===== src/rtl/delp_pkg.sv =====
// Shared types, codes and helper functions of the edge-list parser.
// No dependencies; used by delp_out_if, the parser, queue, top and checker.
`timescale 1ns / 1ps
`default_nettype none

package delp_pkg;

  localparam int LINE_BUFFER_DEF = 1024;
  localparam int ID_WIDTH_DEF    = 24;
  localparam int RES_DEPTH       = 4;

  localparam logic OP_CHAR      = 1'b0;
  localparam logic OP_END       = 1'b1;
  localparam logic KIND_EDGE    = 1'b0;
  localparam logic KIND_SUMMARY = 1'b1;

  localparam logic [7:0] CH_NUL   = 8'd0;
  localparam logic [7:0] CH_NL    = 8'd10;
  localparam logic [7:0] CH_SPACE = 8'd32;
  localparam logic [7:0] CH_DASH  = 8'h2d;
  localparam logic [7:0] CH_GT    = 8'h3e;
  localparam logic [7:0] CH_D     = 8'h64;
  localparam logic [7:0] CH_G     = 8'h67;
  localparam logic [7:0] CH_S     = 8'h73;

  localparam logic [47:0] KW_STRICT  = "strict";
  localparam logic [55:0] KW_DIGRAPH = "digraph";
  localparam logic [39:0] KW_GRAPH   = "graph";
  localparam logic [2:0]  KW_STRICT_LEN  = 3'd6;
  localparam logic [2:0]  KW_DIGRAPH_LEN = 3'd7;
  localparam logic [2:0]  KW_GRAPH_LEN   = 3'd5;

  typedef enum logic [10:0] {
    PH_LEAD        = 11'b000_0000_0001,
    PH_STRICT      = 11'b000_0000_0010,
    PH_POST_STRICT = 11'b000_0000_0100,
    PH_DIGRAPH     = 11'b000_0000_1000,
    PH_GRAPH       = 11'b000_0001_0000,
    PH_FIRST_NUM   = 11'b000_0010_0000,
    PH_AFTER_ID    = 11'b000_0100_0000,
    PH_DASH        = 11'b000_1000_0000,
    PH_PRE_NUM     = 11'b001_0000_0000,
    PH_NEXT_NUM    = 11'b010_0000_0000,
    PH_IGNORE      = 11'b100_0000_0000
  } phase_t;

  // what the parser hands to the result queue for one request
  typedef struct packed {
    logic edge_vld;
    logic sum_vld;
    logic directed;
    logic seen;
  } push_t;

  function automatic logic is_blank(input logic [7:0] c);
    return (c == CH_SPACE) || (c >= 8'd9 && c <= 8'd13);
  endfunction

  function automatic logic is_digit(input logic [7:0] c);
    return (c >= 8'h30) && (c <= 8'h39);
  endfunction

  function automatic logic [2:0] kw_len(input phase_t ph);
    logic [2:0] len;
    case (ph)
      PH_STRICT:  len = KW_STRICT_LEN;
      PH_DIGRAPH: len = KW_DIGRAPH_LEN;
      PH_GRAPH:   len = KW_GRAPH_LEN;
      default:    len = 3'd0;
    endcase
    return len;
  endfunction

  function automatic logic [7:0] kw_char(input phase_t ph, input logic [2:0] pos);
    logic [7:0] c;
    c = 8'd0;
    case (ph)
      PH_STRICT: begin
        if (pos < KW_STRICT_LEN) c = KW_STRICT[8*(5 - int'(pos)) +: 8];
      end
      PH_DIGRAPH: begin
        if (pos < KW_DIGRAPH_LEN) c = KW_DIGRAPH[8*(6 - int'(pos)) +: 8];
      end
      PH_GRAPH: begin
        if (pos < KW_GRAPH_LEN) c = KW_GRAPH[8*(4 - int'(pos)) +: 8];
      end
      default: c = 8'd0;
    endcase
    return c;
  endfunction

endpackage

`default_nettype wire


===== src/rtl/delp_in_if.sv =====
// Text request channel: opcode and character with a valid/ready handshake.
// Depends on nothing.
`timescale 1ns / 1ps
`default_nettype none

interface delp_in_if;
  logic       valid;
  logic       ready;
  logic       opcode;
  logic [7:0] ch;

  modport source (output valid, output opcode, output ch, input ready);
  modport sink   (input valid, input opcode, input ch, output ready);
endinterface

`default_nettype wire


===== src/rtl/delp_out_if.sv =====
// Result channel: edges and end summaries with a valid/ready handshake.
// Depends on delp_pkg for the default id width.
`timescale 1ns / 1ps
`default_nettype none

interface delp_out_if #(
  parameter int ID_WIDTH = delp_pkg::ID_WIDTH_DEF
);
  logic                valid;
  logic                ready;
  logic                kind;
  logic [ID_WIDTH-1:0] src_id;
  logic [ID_WIDTH-1:0] dst_id;
  logic                is_directed;
  logic [ID_WIDTH:0]   vertex_count;
  logic                valid_res;
  logic                last;

  modport source (output valid, output kind, output src_id, output dst_id,
                  output is_directed, output vertex_count, output valid_res,
                  output last, input ready);
  modport sink   (input valid, input kind, input src_id, input dst_id,
                  input is_directed, input vertex_count, input valid_res,
                  input last, output ready);
endinterface

`default_nettype wire


===== src/rtl/dot_edge_list_parser.sv =====
// Top level of the edge-list parser: parser state machine and result queue.
// Depends on delp_pkg, delp_in_if, delp_out_if, delp_parser, delp_res_fifo.
//
//   channel   dir  handshake          payload
//   in_ch     in   valid / ready      opcode, ch
//   out_res   out  valid / ready      kind, src_id, dst_id, is_directed,
//                                     vertex_count, valid_res, last
//
// One request per cycle while in_ch.ready is high; each request is parsed in the cycle it is accepted.
// A character request gives at most one result, an end request up to two.
// Results wait in a four-entry queue; in_ch.ready drops while fewer than two
// entries are free, so requests stall once three results wait on out_res.
// Synchronous reset returns the parser to line start and empties the queue.
`timescale 1ns / 1ps
`default_nettype none

module dot_edge_list_parser #(
  parameter int LINE_BUFFER = delp_pkg::LINE_BUFFER_DEF,
  parameter int ID_WIDTH    = delp_pkg::ID_WIDTH_DEF
) (
  input  wire logic  clk,
  input  wire logic  rst_n,
  delp_in_if.sink    in_ch,
  delp_out_if.source out_res
);

  localparam int EW = 3 * ID_WIDTH + 5;

  delp_pkg::push_t     push;
  logic                in_acc, space2, rd_vld;
  logic [ID_WIDTH-1:0] edge_src, edge_dst;
  logic [ID_WIDTH:0]   sum_count;
  logic [EW-1:0]       edge_ent, sum_ent, push_d0, rd_data;
  logic [1:0]          push_cnt;

  assign in_ch.ready = space2;
  assign in_acc      = in_ch.valid && space2;

  delp_parser #(
    .LINE_BUFFER (LINE_BUFFER),
    .ID_WIDTH    (ID_WIDTH)
  ) u_parser (
    .clk       (clk),
    .rst_n     (rst_n),
    .accept    (in_acc),
    .opcode    (in_ch.opcode),
    .ch        (in_ch.ch),
    .push      (push),
    .edge_src  (edge_src),
    .edge_dst  (edge_dst),
    .sum_count (sum_count)
  );

  assign edge_ent = {delp_pkg::KIND_EDGE, edge_src, edge_dst, push.directed,
                     {(ID_WIDTH + 1){1'b0}}, 1'b0, !push.sum_vld};
  assign sum_ent  = {delp_pkg::KIND_SUMMARY, {ID_WIDTH{1'b0}}, {ID_WIDTH{1'b0}},
                     push.directed, sum_count, push.seen, 1'b1};
  assign push_d0  = push.edge_vld ? edge_ent : sum_ent;
  assign push_cnt = {push.edge_vld && push.sum_vld, push.edge_vld ^ push.sum_vld};

  delp_res_fifo #(
    .WIDTH (EW),
    .DEPTH (delp_pkg::RES_DEPTH)
  ) u_res_fifo (
    .clk      (clk),
    .rst_n    (rst_n),
    .push_cnt (push_cnt),
    .push_d0  (push_d0),
    .push_d1  (sum_ent),
    .space2   (space2),
    .pop      (rd_vld && out_res.ready),
    .rd_vld   (rd_vld),
    .rd_data  (rd_data)
  );

  assign out_res.valid = rd_vld;
  assign {out_res.kind, out_res.src_id, out_res.dst_id, out_res.is_directed,
          out_res.vertex_count, out_res.valid_res, out_res.last} = rd_data;

endmodule

`default_nettype wire


===== src/rtl/delp_res_fifo.sv =====
// Small result queue that takes up to two entries per cycle and gives one.
// Depends on delp_pkg for the default depth.
`timescale 1ns / 1ps
`default_nettype none

module delp_res_fifo #(
  parameter int WIDTH = 8,
  parameter int DEPTH = delp_pkg::RES_DEPTH
) (
  input  wire logic             clk,
  input  wire logic             rst_n,
  input  wire logic [1:0]       push_cnt,
  input  wire logic [WIDTH-1:0] push_d0,
  input  wire logic [WIDTH-1:0] push_d1,
  output logic                  space2,
  input  wire logic             pop,
  output logic                  rd_vld,
  output logic [WIDTH-1:0]      rd_data
);

  localparam int PW = $clog2(DEPTH);
  localparam int CW = $clog2(DEPTH + 1);

  logic [WIDTH-1:0] mem_r [DEPTH];
  logic [PW-1:0]    wr_ptr_r, wr_ptr_nxt, wr_ptr_p1, rd_ptr_r, rd_ptr_nxt;
  logic [CW-1:0]    cnt_r, cnt_nxt;

  function automatic logic [PW-1:0] ptr_inc(input logic [PW-1:0] p);
    return (p == PW'(DEPTH - 1)) ? '0 : p + 1'b1;
  endfunction

  assign wr_ptr_p1 = ptr_inc(wr_ptr_r);
  assign rd_vld    = (cnt_r != '0);
  assign rd_data   = mem_r[rd_ptr_r];
  assign space2    = (cnt_r <= CW'(DEPTH - 2));

  always_comb begin
    case (push_cnt)
      2'd1:    wr_ptr_nxt = wr_ptr_p1;
      2'd2:    wr_ptr_nxt = ptr_inc(wr_ptr_p1);
      default: wr_ptr_nxt = wr_ptr_r;
    endcase
    rd_ptr_nxt = pop ? ptr_inc(rd_ptr_r) : rd_ptr_r;
    cnt_nxt    = cnt_r + CW'(push_cnt) - CW'(pop);
  end

  always_ff @(posedge clk) begin
    if (push_cnt != 2'd0) mem_r[wr_ptr_r] <= push_d0;
    if (push_cnt == 2'd2) mem_r[wr_ptr_p1] <= push_d1;
  end

  always_ff @(posedge clk) begin
    if (!rst_n) begin
      wr_ptr_r <= '0;
      rd_ptr_r <= '0;
      cnt_r    <= '0;
    end else begin
      wr_ptr_r <= wr_ptr_nxt;
      rd_ptr_r <= rd_ptr_nxt;
      cnt_r    <= cnt_nxt;
    end
  end

endmodule

`default_nettype wire


===== src/rtl/delp_parser.sv =====
// Line parser state machine: keywords, id chains and the largest id.
// Depends on delp_pkg for phases, character codes and the push struct.
`timescale 1ns / 1ps
`default_nettype none

module delp_parser #(
  parameter int LINE_BUFFER = delp_pkg::LINE_BUFFER_DEF,
  parameter int ID_WIDTH    = delp_pkg::ID_WIDTH_DEF
) (
  input  wire logic                clk,
  input  wire logic                rst_n,
  input  wire logic                accept,
  input  wire logic                opcode,
  input  wire logic [7:0]          ch,
  output delp_pkg::push_t          push,
  output logic [ID_WIDTH-1:0]      edge_src,
  output logic [ID_WIDTH-1:0]      edge_dst,
  output logic [ID_WIDTH:0]        sum_count
);

  localparam int LPW = $clog2(LINE_BUFFER);
  localparam int PW  = ID_WIDTH + 5;

  delp_pkg::phase_t    ph_r, ph_nxt;
  logic [2:0]          kw_pos_r, kw_nxt;
  logic [LPW-1:0]      line_pos_r, lp_nxt;
  logic [ID_WIDTH:0]   acc_r, acc_nxt;
  logic [ID_WIDTH-1:0] prev_r, prev_nxt, max_r, max_nxt;
  logic                seen_r, seen_nxt, dir_r, dir_nxt, known_r, known_nxt;

  logic [ID_WIDTH-1:0] acc_id, fin_max;
  logic                is_num, fin_ok, fin_edge, blank, digit, line_full, kw_hit;
  logic [2:0]          kw_total;
  logic [PW-1:0]       prod;
  logic [ID_WIDTH:0]   digit_val, acc_sat;

  assign acc_id    = acc_r[ID_WIDTH-1:0];
  assign is_num    = (ph_r == delp_pkg::PH_FIRST_NUM) || (ph_r == delp_pkg::PH_NEXT_NUM);
  assign fin_ok    = is_num && !acc_r[ID_WIDTH];
  assign fin_edge  = fin_ok && (ph_r == delp_pkg::PH_NEXT_NUM);
  assign fin_max   = (fin_ok && (!seen_r || acc_id > max_r)) ? acc_id : max_r;
  assign blank     = delp_pkg::is_blank(ch);
  assign digit     = delp_pkg::is_digit(ch);
  assign line_full = (line_pos_r >= LPW'(LINE_BUFFER - 1));
  assign kw_total  = delp_pkg::kw_len(ph_r);
  assign kw_hit    = (kw_pos_r < kw_total) && (ch == delp_pkg::kw_char(ph_r, kw_pos_r));
  assign digit_val = {{(ID_WIDTH - 3){1'b0}}, ch[3:0]};
  assign acc_sat   = {1'b1, {ID_WIDTH{1'b0}}};
  assign prod      = {acc_r, 3'b000} + {2'b00, acc_r, 1'b0} + {4'b0000, digit_val};

  assign edge_src  = prev_r;
  assign edge_dst  = acc_id;
  assign sum_count = (seen_r || fin_ok) ? ({1'b0, fin_max} + 1'b1) : '0;

  always_comb begin
    ph_nxt    = ph_r;
    kw_nxt    = kw_pos_r;
    lp_nxt    = line_pos_r;
    acc_nxt   = acc_r;
    prev_nxt  = prev_r;
    max_nxt   = max_r;
    seen_nxt  = seen_r;
    dir_nxt   = dir_r;
    known_nxt = known_r;
    push.edge_vld = 1'b0;
    push.sum_vld  = 1'b0;
    push.directed = dir_r;
    push.seen     = seen_r || fin_ok;
    if (accept) begin
      if (opcode == delp_pkg::OP_END) begin
        push.edge_vld = fin_edge;
        push.sum_vld  = 1'b1;
        ph_nxt    = delp_pkg::PH_LEAD;
        kw_nxt    = '0;
        lp_nxt    = '0;
        acc_nxt   = '0;
        prev_nxt  = '0;
        max_nxt   = '0;
        seen_nxt  = 1'b0;
        dir_nxt   = 1'b1;
        known_nxt = 1'b0;
      end else if (ch == delp_pkg::CH_NL || line_full || ch == delp_pkg::CH_NUL) begin
        // close an open id, then restart or drop the rest of the line
        push.edge_vld = fin_edge;
        if (fin_ok) begin
          prev_nxt = acc_id;
          max_nxt  = fin_max;
          seen_nxt = 1'b1;
        end
        if (ch == delp_pkg::CH_NL) begin
          ph_nxt = delp_pkg::PH_LEAD;
          lp_nxt = '0;
          kw_nxt = '0;
        end else begin
          ph_nxt = delp_pkg::PH_IGNORE;
        end
      end else begin
        lp_nxt = line_pos_r + 1'b1;
        case (ph_r)
          delp_pkg::PH_LEAD, delp_pkg::PH_POST_STRICT: begin
            if (!blank) begin
              kw_nxt = 3'd1;
              if (ch == delp_pkg::CH_D) begin
                ph_nxt = delp_pkg::PH_DIGRAPH;
              end else if (ch == delp_pkg::CH_G) begin
                ph_nxt = delp_pkg::PH_GRAPH;
              end else if (ch == delp_pkg::CH_S && ph_r == delp_pkg::PH_LEAD) begin
                ph_nxt = delp_pkg::PH_STRICT;
              end else if (digit) begin
                acc_nxt = digit_val;
                ph_nxt  = delp_pkg::PH_FIRST_NUM;
              end else begin
                ph_nxt = delp_pkg::PH_IGNORE;
              end
            end
          end
          delp_pkg::PH_STRICT, delp_pkg::PH_DIGRAPH, delp_pkg::PH_GRAPH: begin
            if (kw_hit) begin
              kw_nxt = kw_pos_r + 1'b1;
              if (kw_pos_r + 3'd1 == kw_total) begin
                if (ph_r == delp_pkg::PH_STRICT) begin
                  ph_nxt = delp_pkg::PH_POST_STRICT;
                end else begin
                  dir_nxt   = (ph_r == delp_pkg::PH_DIGRAPH);
                  known_nxt = 1'b1;
                  ph_nxt    = delp_pkg::PH_IGNORE;
                end
              end
            end else begin
              ph_nxt = delp_pkg::PH_IGNORE;
            end
          end
          delp_pkg::PH_FIRST_NUM, delp_pkg::PH_NEXT_NUM: begin
            if (digit) begin
              acc_nxt = (|prod[PW-1:ID_WIDTH]) ? acc_sat : prod[ID_WIDTH:0];
            end else begin
              push.edge_vld = fin_edge;
              if (fin_ok) begin
                prev_nxt = acc_id;
                max_nxt  = fin_max;
                seen_nxt = 1'b1;
                if (blank) begin
                  ph_nxt = delp_pkg::PH_AFTER_ID;
                end else if (ch == delp_pkg::CH_DASH) begin
                  ph_nxt = delp_pkg::PH_DASH;
                end else begin
                  ph_nxt = delp_pkg::PH_IGNORE;
                end
              end else begin
                ph_nxt = delp_pkg::PH_IGNORE;
              end
            end
          end
          delp_pkg::PH_AFTER_ID: begin
            if (!blank) begin
              ph_nxt = (ch == delp_pkg::CH_DASH) ? delp_pkg::PH_DASH : delp_pkg::PH_IGNORE;
            end
          end
          delp_pkg::PH_DASH: begin
            if (ch == delp_pkg::CH_GT || ch == delp_pkg::CH_DASH) begin
              if (!known_r) begin
                dir_nxt   = (ch == delp_pkg::CH_GT);
                known_nxt = 1'b1;
              end
              ph_nxt = delp_pkg::PH_PRE_NUM;
            end else begin
              ph_nxt = delp_pkg::PH_IGNORE;
            end
          end
          delp_pkg::PH_PRE_NUM: begin
            if (digit) begin
              acc_nxt = digit_val;
              ph_nxt  = delp_pkg::PH_NEXT_NUM;
            end else if (!blank) begin
              ph_nxt = delp_pkg::PH_IGNORE;
            end
          end
          default: ph_nxt = delp_pkg::PH_IGNORE;
        endcase
      end
    end
  end

  always_ff @(posedge clk) begin
    if (!rst_n) begin
      ph_r       <= delp_pkg::PH_LEAD;
      kw_pos_r   <= '0;
      line_pos_r <= '0;
      acc_r      <= '0;
      prev_r     <= '0;
      max_r      <= '0;
      seen_r     <= 1'b0;
      dir_r      <= 1'b1;
      known_r    <= 1'b0;
    end else begin
      ph_r       <= ph_nxt;
      kw_pos_r   <= kw_nxt;
      line_pos_r <= lp_nxt;
      acc_r      <= acc_nxt;
      prev_r     <= prev_nxt;
      max_r      <= max_nxt;
      seen_r     <= seen_nxt;
      dir_r      <= dir_nxt;
      known_r    <= known_nxt;
    end
  end

endmodule

`default_nettype wire


===== src/flat_wrapper.sv =====
// flat-port wrapper written by rule: the top's interface ports become plain ports
module dot_edge_list_parser_flat 
#(
  parameter int LINE_BUFFER = delp_pkg::LINE_BUFFER_DEF,
  parameter int ID_WIDTH    = delp_pkg::ID_WIDTH_DEF
)
  (clk, rst_n, in_ch_valid, in_ch_opcode, in_ch_ch, in_ch_ready, out_res_valid, out_res_kind, out_res_src_id, out_res_dst_id, out_res_is_directed, out_res_vertex_count, out_res_valid_res, out_res_last, out_res_ready);
  delp_in_if in_ch_i ();
  delp_out_if #(.ID_WIDTH(ID_WIDTH)) out_res_i ();
  input  wire logic clk;
  input  wire logic rst_n;
  input wire logic [$bits(in_ch_i.valid)-1:0] in_ch_valid;
  input wire logic [$bits(in_ch_i.opcode)-1:0] in_ch_opcode;
  input wire logic [$bits(in_ch_i.ch)-1:0] in_ch_ch;
  output wire logic [$bits(in_ch_i.ready)-1:0] in_ch_ready;
  output wire logic [$bits(out_res_i.valid)-1:0] out_res_valid;
  output wire logic [$bits(out_res_i.kind)-1:0] out_res_kind;
  output wire logic [$bits(out_res_i.src_id)-1:0] out_res_src_id;
  output wire logic [$bits(out_res_i.dst_id)-1:0] out_res_dst_id;
  output wire logic [$bits(out_res_i.is_directed)-1:0] out_res_is_directed;
  output wire logic [$bits(out_res_i.vertex_count)-1:0] out_res_vertex_count;
  output wire logic [$bits(out_res_i.valid_res)-1:0] out_res_valid_res;
  output wire logic [$bits(out_res_i.last)-1:0] out_res_last;
  input wire logic [$bits(out_res_i.ready)-1:0] out_res_ready;
  assign in_ch_i.valid = in_ch_valid;
  assign in_ch_i.opcode = in_ch_opcode;
  assign in_ch_i.ch = in_ch_ch;
  assign in_ch_ready = in_ch_i.ready;
  assign out_res_valid = out_res_i.valid;
  assign out_res_kind = out_res_i.kind;
  assign out_res_src_id = out_res_i.src_id;
  assign out_res_dst_id = out_res_i.dst_id;
  assign out_res_is_directed = out_res_i.is_directed;
  assign out_res_vertex_count = out_res_i.vertex_count;
  assign out_res_valid_res = out_res_i.valid_res;
  assign out_res_last = out_res_i.last;
  assign out_res_i.ready = out_res_ready;
  dot_edge_list_parser #(.LINE_BUFFER(LINE_BUFFER), .ID_WIDTH(ID_WIDTH)) u_core (.clk(clk), .rst_n(rst_n), .in_ch(in_ch_i), .out_res(out_res_i));
endmodule

===== config.mk =====
export PLATFORM = sky130hd
export DESIGN_NAME = dot_edge_list_parser_flat
export DESIGN_NICKNAME = d
export VERILOG_FILES = /design/src/rtl/delp_pkg.sv /design/src/rtl/delp_in_if.sv /design/src/rtl/delp_out_if.sv /design/src/rtl/dot_edge_list_parser.sv /design/src/rtl/delp_res_fifo.sv /design/src/rtl/delp_parser.sv /design/src/flat_wrapper.sv
export SDC_FILE = /design/constraint.sdc
export NUM_CORES = 1
export LEC_CHECK = 0
export BUFFER_PORTS_ARGS = -buffer_cell sky130_fd_sc_hd__buf_2
export CORE_ASPECT_RATIO = 1.75
export CORE_MARGIN = 4
export CORE_UTILIZATION = 50
export DETAILED_ROUTE_END_ITERATION = 6
export PLACE_DENSITY = 0.69
export SYNTH_ARGS = -nofsm -noshare
export SYNTH_HDL_FRONTEND = slang
export SYNTH_SLANG_ARGS = --single-unit
export TNS_END_PERCENT = 50

===== constraint.sdc =====
create_clock -name clk -period 6.1 [get_ports clk]
set_clock_uncertainty 0.1 [all_clocks]
set_input_delay 0 -clock clk [delete_from_list [all_inputs] [get_ports clk]]
set_output_delay 0 -clock clk [all_outputs]
set_load 0.005 [all_outputs]

==> run summary <==
nets@finish -> 2,111
drt initial violations -> 1,116
area share of the leading cell type in the synthesized netlist -> 0.299
Max Cap Viol -> 0
post-cts sizing count -> 0
CTS clk-pin slew, worst paths -> 70 ps
Crit-path slowest cell -> a211o_1
CTS tree -> built
Cell Rows -> 98
crit end category -> flip-flop
delay-heaviest family, CP -> simple AND/OR/NAND/NOR gates
ant diodes -> 0
Final TNS setup -> 0 ps
Root Driver -> clkbuf_16
DRT Pass-1 Iters -> 5
Critical Path RT -> 6430 ps
DR vias/cell -> 6.32
critical path, cell by cell -> inv_1, ha_1, and4_1, nand2_1, or3_1, nand4b_1, a211o_1, nand3_1, nand2_1, ha_1, nand3_1, nor3_1, o211ai_1, a222oi_1, and2_1
RSZ-0062 raised after global routing -> no
Setup crit start kind -> flip-flop
layout cell share with drive strength beyond 1 -> 0.152
xor-xnor portion of the synthesized cell area -> 0.0304
Leak -> 8.80 nW
buffers added on ports -> 91
f_max -> 0.190 GHz
Max-Slew Margin vs Limit -> 0.244
gr usage total -> 0.263
simple-gate share of the synthesized area -> 0.129
fin crit period -> 5270 ps
post-synthesis adder-cell area fraction -> 0.0645
Yosys cell types -> 79
clock sinks -> 417
CP arrival -> 5590 ps
reg-to-reg endpoint -> u_core.u_res_fifo.mem_r[2][26]
Top FF cell, synth -> dfxtp_1
Compound-Gate Fraction of Synth Area -> 0.184
Post-synth EDFFs -> 108
Detailed Route WL -> 59,500 µm
launch point of the worst reg-to-reg path -> u_core.u_parser.max_r[19]
Yosys warnings -> 0
fraction of registers with async set/reset -> 0
Hold Path Sink -> u_core.u_parser.max_r[1]
global-route wire length before repair -> 93,800 µm
Cells on Worst Hold Path -> 4
largest net degree at the start of global routing -> 51
H-tree levels -> 2
Syn Inst Count -> 1,934
crit-path max cell delay -> 690 ps
Hold Crit Start -> in_ch_opcode
final number of hold-violating endpoints -> 0
Buf/Inv on CP -> 1
HPWL Detailed -> 40,500 µm
post-route ant nets -> 0
outcome -> complete, no violations
DRC viols -> 0
r2r setup slk -> 830 ps
Num CTS Buffers -> 38
Initial Util -> 0.506
clk_lat worst skew -> 560 ps
die width -> 162 µm
Top Ports -> 92
Core Area -> 41,000 µm²
syn_area_per_cell -> 10.7 µm²
CP max FO -> 25
max-slew violation total from the final report -> 0
grt total ovfl -> 0
proportion of synthesized area in mux cells -> 0.0991
P&R area growth vs syn -> 12.1%
Worst Tran Pin Value -> 1130 ps
Post-Syn Area -> 20,700 µm²
critical path class -> reg2reg
sequential area share after synthesis -> 0.455
Layout Utilization -> 0.567
final setup violation count -> 0
vias in the first global route -> 16.8k
Syn Nets -> 2,052
initial antenna violation count -> 0
ranking of synthesized cells by area -> dfxtp_1 (30%), edfxtp_1 (16%), a22o_1 (9.1%)
min-delay worst type -> in2reg
r2r worst-path depth -> 15
cell area power density -> 270 nW/µm²
Clock Tree Buf Depth -> 3
Final Cycle Share -> 0.863
Die Y -> 277 µm
detailed-route wire length per cell -> 23.1 µm
die area -> 44,900 µm²
largest family of logic cells by synthesized area -> compound AO/OA/AOI/OAI gates
post-synth top area cell -> dfxtp_1
number of synthesized register bits -> 417
Routability Congestion -> 0.937
Peak VDD IR -> 0.000247 V
via count -> 16.2k
## where the power goes
part | leakage (nW) | internal [W] | switching (W)
clock network | 0.639 | 0.00144 | 0.00108
logic | 4.69 | 0.000322 | 0.000410
registers | 3.48 | 0.00291 | 0.0000949
total | 8.80 | 0.00468 | 0.00159
## layout by cell type, fill, tap and decap left out, types with 50 or more instances in the layout
cell type	count
a22o_1	215
a21oi_1	63
buf_2	91
mux4_2	77
nor2_1	175
buf_4	50
nand2_1	79
edfxtp_1	108
ha_1	102
xnor2_1	52
dfxtp_1	307
inv_1	64
nand3_1	70
o21ai_0	60
## registers in the layout, indices dropped and copies added, names as in the netlist, 2 cells and up, named ones only
signal	flops
u_core.u_res_fifo.mem_r	308
u_core.u_parser.acc_r	25
u_core.u_parser.edge_src	24
u_core.u_parser.max_r	24
u_core.u_parser.ph_r	11
u_core.u_parser.line_pos_r	10
u_core.u_parser.kw_pos_r	3
u_core.u_res_fifo.cnt_r	3
u_core.u_res_fifo.rd_ptr_r	2
u_core.u_res_fifo.wr_ptr_r	2
## cell type report
class,instances,area (µm²)
multi-input combinational,1316,10600
tap,550,688
clock inverter,17,256
clock buffer,52,1050
fill,3565,17700
timing repair buffer,156,981
inverter,64,240
sequential,417,9440
## kinds of logic after synthesis
group / after synthesis
simple gates: 527
compound gates: 503
flops: 417
buf+inv: 201
mux: 109
fa+ha+maj: 105
xor+xnor: 72
## synthesized netlist by cell type (all sizes together) (32+ instances only)
master  number
a22o       215
xnor2       52
buf         38
ha         102
nand2       80
inv         64
nand3       70
clkbuf      99
dfxtp      309
o21ai       73
a22oi       33
nor3        34
mux2i       32
mux4        77
nor2       178
a21oi       68
edfxtp     108
## worst register-to-register path, cell delays in order (launching register included)
cell and delay, ps:
dfxtp_1 410, inv_1 110, ha_1 310, and4_1 220, nand2_1 80, or3_1 380, nand4b_1 150, a211o_1 690
nand3_1 250, nand2_1 210, ha_1 330, nand3_1 180, nor3_1 590, o211ai_1 330, a222oi_1 610, and2_1 220
## worst max-delay path by stage
stage | startpoint | endpoint | slack [ps] | cells after the start
3_3_place_gp | u_core.u_parser.max_r[19] | u_core.u_res_fifo.mem_r[1][26] | 1010 | 15
3_5_place_dp | u_core.u_parser.acc_r[23] | u_core.u_res_fifo.mem_r[2][26] | 950 | 15
4_1_cts | u_core.u_parser.max_r[19] | u_core.u_res_fifo.mem_r[2][26] | 930 | 15
5_1_grt | u_core.u_parser.max_r[19] | u_core.u_res_fifo.mem_r[2][26] | 490 | 15
6_report | u_core.u_parser.max_r[19] | u_core.u_res_fifo.mem_r[2][26] | 830 | 15
2_1_floorplan | u_core.u_parser.max_r[19] | u_core.u_res_fifo.mem_r[1][26] | 1760 | 19
## stage by stage
step | setup WS [ps] | hold WS, ps | instances | power (W) | area [µm²]
2_1_floorplan | 1760 | 61.9 | 1934 | 0.00353 | 20700
3_3_place_gp | 1010 | 299 | 2488 | 0.00379 | 21800
3_5_place_dp | 954 | 324 | 2488 | 0.00381 | 21800
4_1_cts | 933 | 12.8 | 2572 | 0.00632 | 23200
5_1_grt | 487 | 47.9 | 2572 | 0.00648 | 23200
6_report | 834 | 52.0 | 2572 | 0.00626 | 23200
## metal layers
layer  wire [µm]  global-route usage
met5           0                   0
met4        3620               0.143
met3        2840              0.0324
met2       30700               0.477
met1       22300               0.296
## what timing repair did
item	4_1_cts	5_1_grt
setup endpoints to repair	0	0
setup buffers	0	0
hold buffers	15	0
hold endpoints to repair	26	0
Note: power is estimated with default switching activity, not from simulation.
